[src/szc_pkg.sv]
package szc_pkg;

  localparam int CORDIC_STAGES = 18;
  localparam int ZW = 34;  // CORDIC working width (signed)

  localparam logic signed [33:0] Q30_HALF        = 34'sd536870912;
  localparam logic signed [33:0] HALF_PI_Q30     = 34'sd1686629713;
  localparam logic signed [33:0] CORDIC_GAIN_INV = 34'sd652032874;
  localparam logic signed [33:0] DECL_AMP_Q30    = 34'sd439460732;
  localparam logic signed [33:0] Q30_ONE         = 34'sd1073741824;

  function automatic logic signed [33:0] atan_q30(input int i);
    logic signed [33:0] r;
    case (i)
      0: r = 34'sd843314856;   1: r = 34'sd497837829;  2: r = 34'sd263043836;
      3: r = 34'sd133525158;   4: r = 34'sd67021686;   5: r = 34'sd33543515;
      6: r = 34'sd16775850;    7: r = 34'sd8388437;    8: r = 34'sd4194282;
      9: r = 34'sd2097149;     10: r = 34'sd1048575;   11: r = 34'sd524287;
      12: r = 34'sd262143;     13: r = 34'sd131071;    14: r = 34'sd65535;
      15: r = 34'sd32767;      16: r = 34'sd16383;     17: r = 34'sd8191;
      18: r = 34'sd4095;       19: r = 34'sd2047;      20: r = 34'sd1023;
      21: r = 34'sd511;        22: r = 34'sd255;       23: r = 34'sd127;
      24: r = 34'sd63;         25: r = 34'sd31;        26: r = 34'sd15;
      27: r = 34'sd8;          28: r = 34'sd4;         29: r = 34'sd2;
      30: r = 34'sd1;
      default: r = 34'sd0;
    endcase
    return r;
  endfunction

  // Shift toward zero, as a C division by 2^sh.
  function automatic logic signed [33:0] shr_tz(input logic signed [33:0] v, input int sh);
    logic signed [33:0] a;
    a = v[33] ? -v : v;
    a = a >>> sh;
    return v[33] ? -a : a;
  endfunction

  // Product of two Q30 values, rounded half away from zero.
  function automatic logic signed [33:0] rnd_q30(input logic signed [67:0] p);
    logic [67:0] a;
    a = p[67] ? 68'(-p) : 68'(p);
    a = (a + 68'(Q30_HALF)) >> 30;
    return p[67] ? -34'(a) : 34'(a);
  endfunction

endpackage

[src/szc_fold.sv]
module szc_fold (
  input  logic [31:0]         t,
  output logic signed [33:0]  z,
  output logic                flip
);
  import szc_pkg::*;

  logic signed [31:0] sv;
  logic signed [65:0] p;

  // Fold angles beyond a quarter turn by half a turn; scale turns to radians.
  always_comb begin
    flip = ($signed(t) > 32'sd1073741824) || ($signed(t) < -32'sd1073741824);
    sv   = flip ? $signed(t ^ 32'h8000_0000) : $signed(t);
    p    = 66'(sv) * 66'(HALF_PI_Q30);
    if (p[65]) z = 34'(-((-p) >>> 30));
    else       z = 34'(p >>> 30);
  end
endmodule
[config.mk]
export PLATFORM = sky130hd
export DESIGN_NAME = szc_fold
export DESIGN_NICKNAME = d
export VERILOG_FILES = /design/src/szc_pkg.sv /design/src/szc_fold.sv
export SDC_FILE = /design/constraint.sdc
export NUM_CORES = 1
export LEC_CHECK = 0
export BUFFER_PORTS_ARGS = -buffer_cell sky130_fd_sc_hd__buf_2
export CAP_MARGIN = 25
export CORE_ASPECT_RATIO = 1.2
export CORE_MARGIN = 3
export CORE_UTILIZATION = 50
export DETAILED_ROUTE_END_ITERATION = 7
export GPL_ROUTABILITY_DRIVEN = 0
export PLACE_DENSITY = 0.75
export SLEW_MARGIN = 20
export SYNTH_ARGS = -nofsm -noshare
export SYNTH_HDL_FRONTEND = slang
export SYNTH_SLANG_ARGS = --single-unit
export TNS_END_PERCENT = 100
[constraint.sdc]
create_clock -name vclk -period 13.4
set_input_delay 0 -clock vclk [all_inputs]
set_output_delay 0 -clock vclk [all_outputs]
set_load 0.02 [all_outputs]
==> impl_metrics.yaml <==
outcome:
  status: "finished clean"
finish:
  fin_nets: 3362
  seq_cells: 0
  regArea_um2: 0
  drive_gt1_share_pct: 6.27
  syn_to_final_growth_pct: 4.15
  diodes: 0
  clock_buffers: 0
sta:
  tns_ps: 0
  holdWs_ps: 460
  hold_viol: 0
  rsz0062_at_grt: "false"
  layout_setup_ws_ps: 2420
  fmax_mhz: 91.1
  tightestPinTransition_ps: 965
  setup_viol: 0
  finalCriticalPeriod_ps: 10980
  maxSlewHeadroom_pct: 35.0
  post-route-period-util_pct: 82.0
  drv_slew: 0
worst_setup_path:
  path_max_fanout: 58
  crit_slowest_cell: "buf_4"
  start_kind: "input pin"
  cp-end-kind: "primary output"
  worst-path-buf-inv: 8
  slowest_delay_ps: 630
  cp_common_cell: "fa_1"
  crit_family: "simple AND/OR/NAND/NOR gates"
  crit_required_ps: 13400
  path_class: "in -> out"
  cp.arrival_ps: 10980
global_routing:
  track_usage_pct: 27.6
  grt_max_degree: 59
  grt_pass1_wl_mm: 105
  grt_pass1_vias: 20200
  grt-ovfl-total: 0
  antenna_found_initial: 0
drt:
  vias: 18400
  drc: 0
  drt_iter0_drc: 1401
  wl_per_cell_um: 20.7
  viasPerCell: 5.87
  routed_wl_mm: 64.8
  first_pass_iters: 8
  detail-route-antenna-nets: 0
floorplanning:
  coreArea_um2: 44200
  die_h_um: 239
  fp.dieW_um: 200
  start_util_pct: 51.1
  num_rows: 84
  pin_count: 67
  die_area_um2: 47900
cts:
  cts.repair.resized: 0
  postCtsSetupBuffers: 0
  ctsHoldBuffers: 0
synth:
  yosys.area.top_type: "fa_1"
  syn_inst: 2508
  syn_area_per_cell_um2: 9.02
  synth_area_leaders: "fa_1, ha_1, inv_1"
  syn_area_um2: 22600
  synth_top_area_share_pct: 38.7
  yosys_warnings: 0
  synth_nets: 3333
  synth_cell_types: 107
  synth-seq-area-share_pct: 0
placement:
  post-place-ws_ps: 2580
  hpwl_mm: 57.5
  portBuffers: 67
hold_path:
  hold_class: "in -> out"
  hold_end: "flip"
  hold_path_depth: 4
  min_from: "t[31]"
flow_run:
  maxCapViolations: 0
cell type report:
| cell class | instances | area [µm²] |
|---|---|---|
| well taps | 602 | 753 |
| repair buffers | 78 | 414 |
| multi-input cells | 1790 | 19900 |
| inverters | 667 | 2500 |
| fillers | 3971 | 20700 |
cells in the mapped netlist (all sizes together), types with 33 or more instances:
library cell,n
xor2,33
ha,355
clkbuf,33
nand4,40
xnor2,66
nor3,46
nand2,116
nand3,46
nor2,92
fa,438
o21ai,79
a21oi,84
inv,667
through the flow:
stage,utilization (%),instance area (µm²),instances
2_1_floorplan,-,22600,2508
3_3_place_gp,53.3,23600,3136
3_5_place_dp,53.3,23600,3137
4_1_cts,53.3,23600,3137
5_1_grt,53.3,23600,3137
6_report,53.3,23600,3137
cells by family after synthesis:
family | share of synthesized area [%]
other cells | 0.0166
xor+xnor | 3.91
simple gates | 12.1
compound gates | 12.0
buf+inv | 12.1
mux | 1.51
fa+ha+maj | 58.4
routing by layer:
layer	GRT usage, %	wire length [µm]
met3	2.56	3510
met5	0	0
met2	50.4	32800
met4	18.5	5540
met1	30.7	23000
worst max-delay path by stage:
stage	start	end	slack, ps	cells after the start
6_report	t[29]	z[32]	2420	37
5_1_grt	t[29]	z[32]	1590	37
4_1_cts	t[29]	z[32]	2530	37
3_5_place_dp	t[29]	z[32]	2580	37
3_3_place_gp	t[8]	z[32]	2880	36
2_1_floorplan	t[8]	z[33]	1550	41
cells in the final DEF, fill, tap and decap left out, types with 13 or more instances in the layout:
cell     instances
fa_1           438
nand3_1         43
a21oi_1         77
inv_1          667
buf_2           67
mux2i_1         24
nor2_1          92
and3_1          13
and2_1          17
or3_1           28
o21ai_0         60
o21a_1          15
nand2_1        113
xnor2_1         65
nor3_1          42
o21ai_1         14
nand4_1         40
a21o_1          21
xor2_1          32
ha_1           355
nor4_1          25
Power is left out: the tool's default activity adds up to more than one toggle a clock period on the data nets, which glitch-free logic cannot reach.
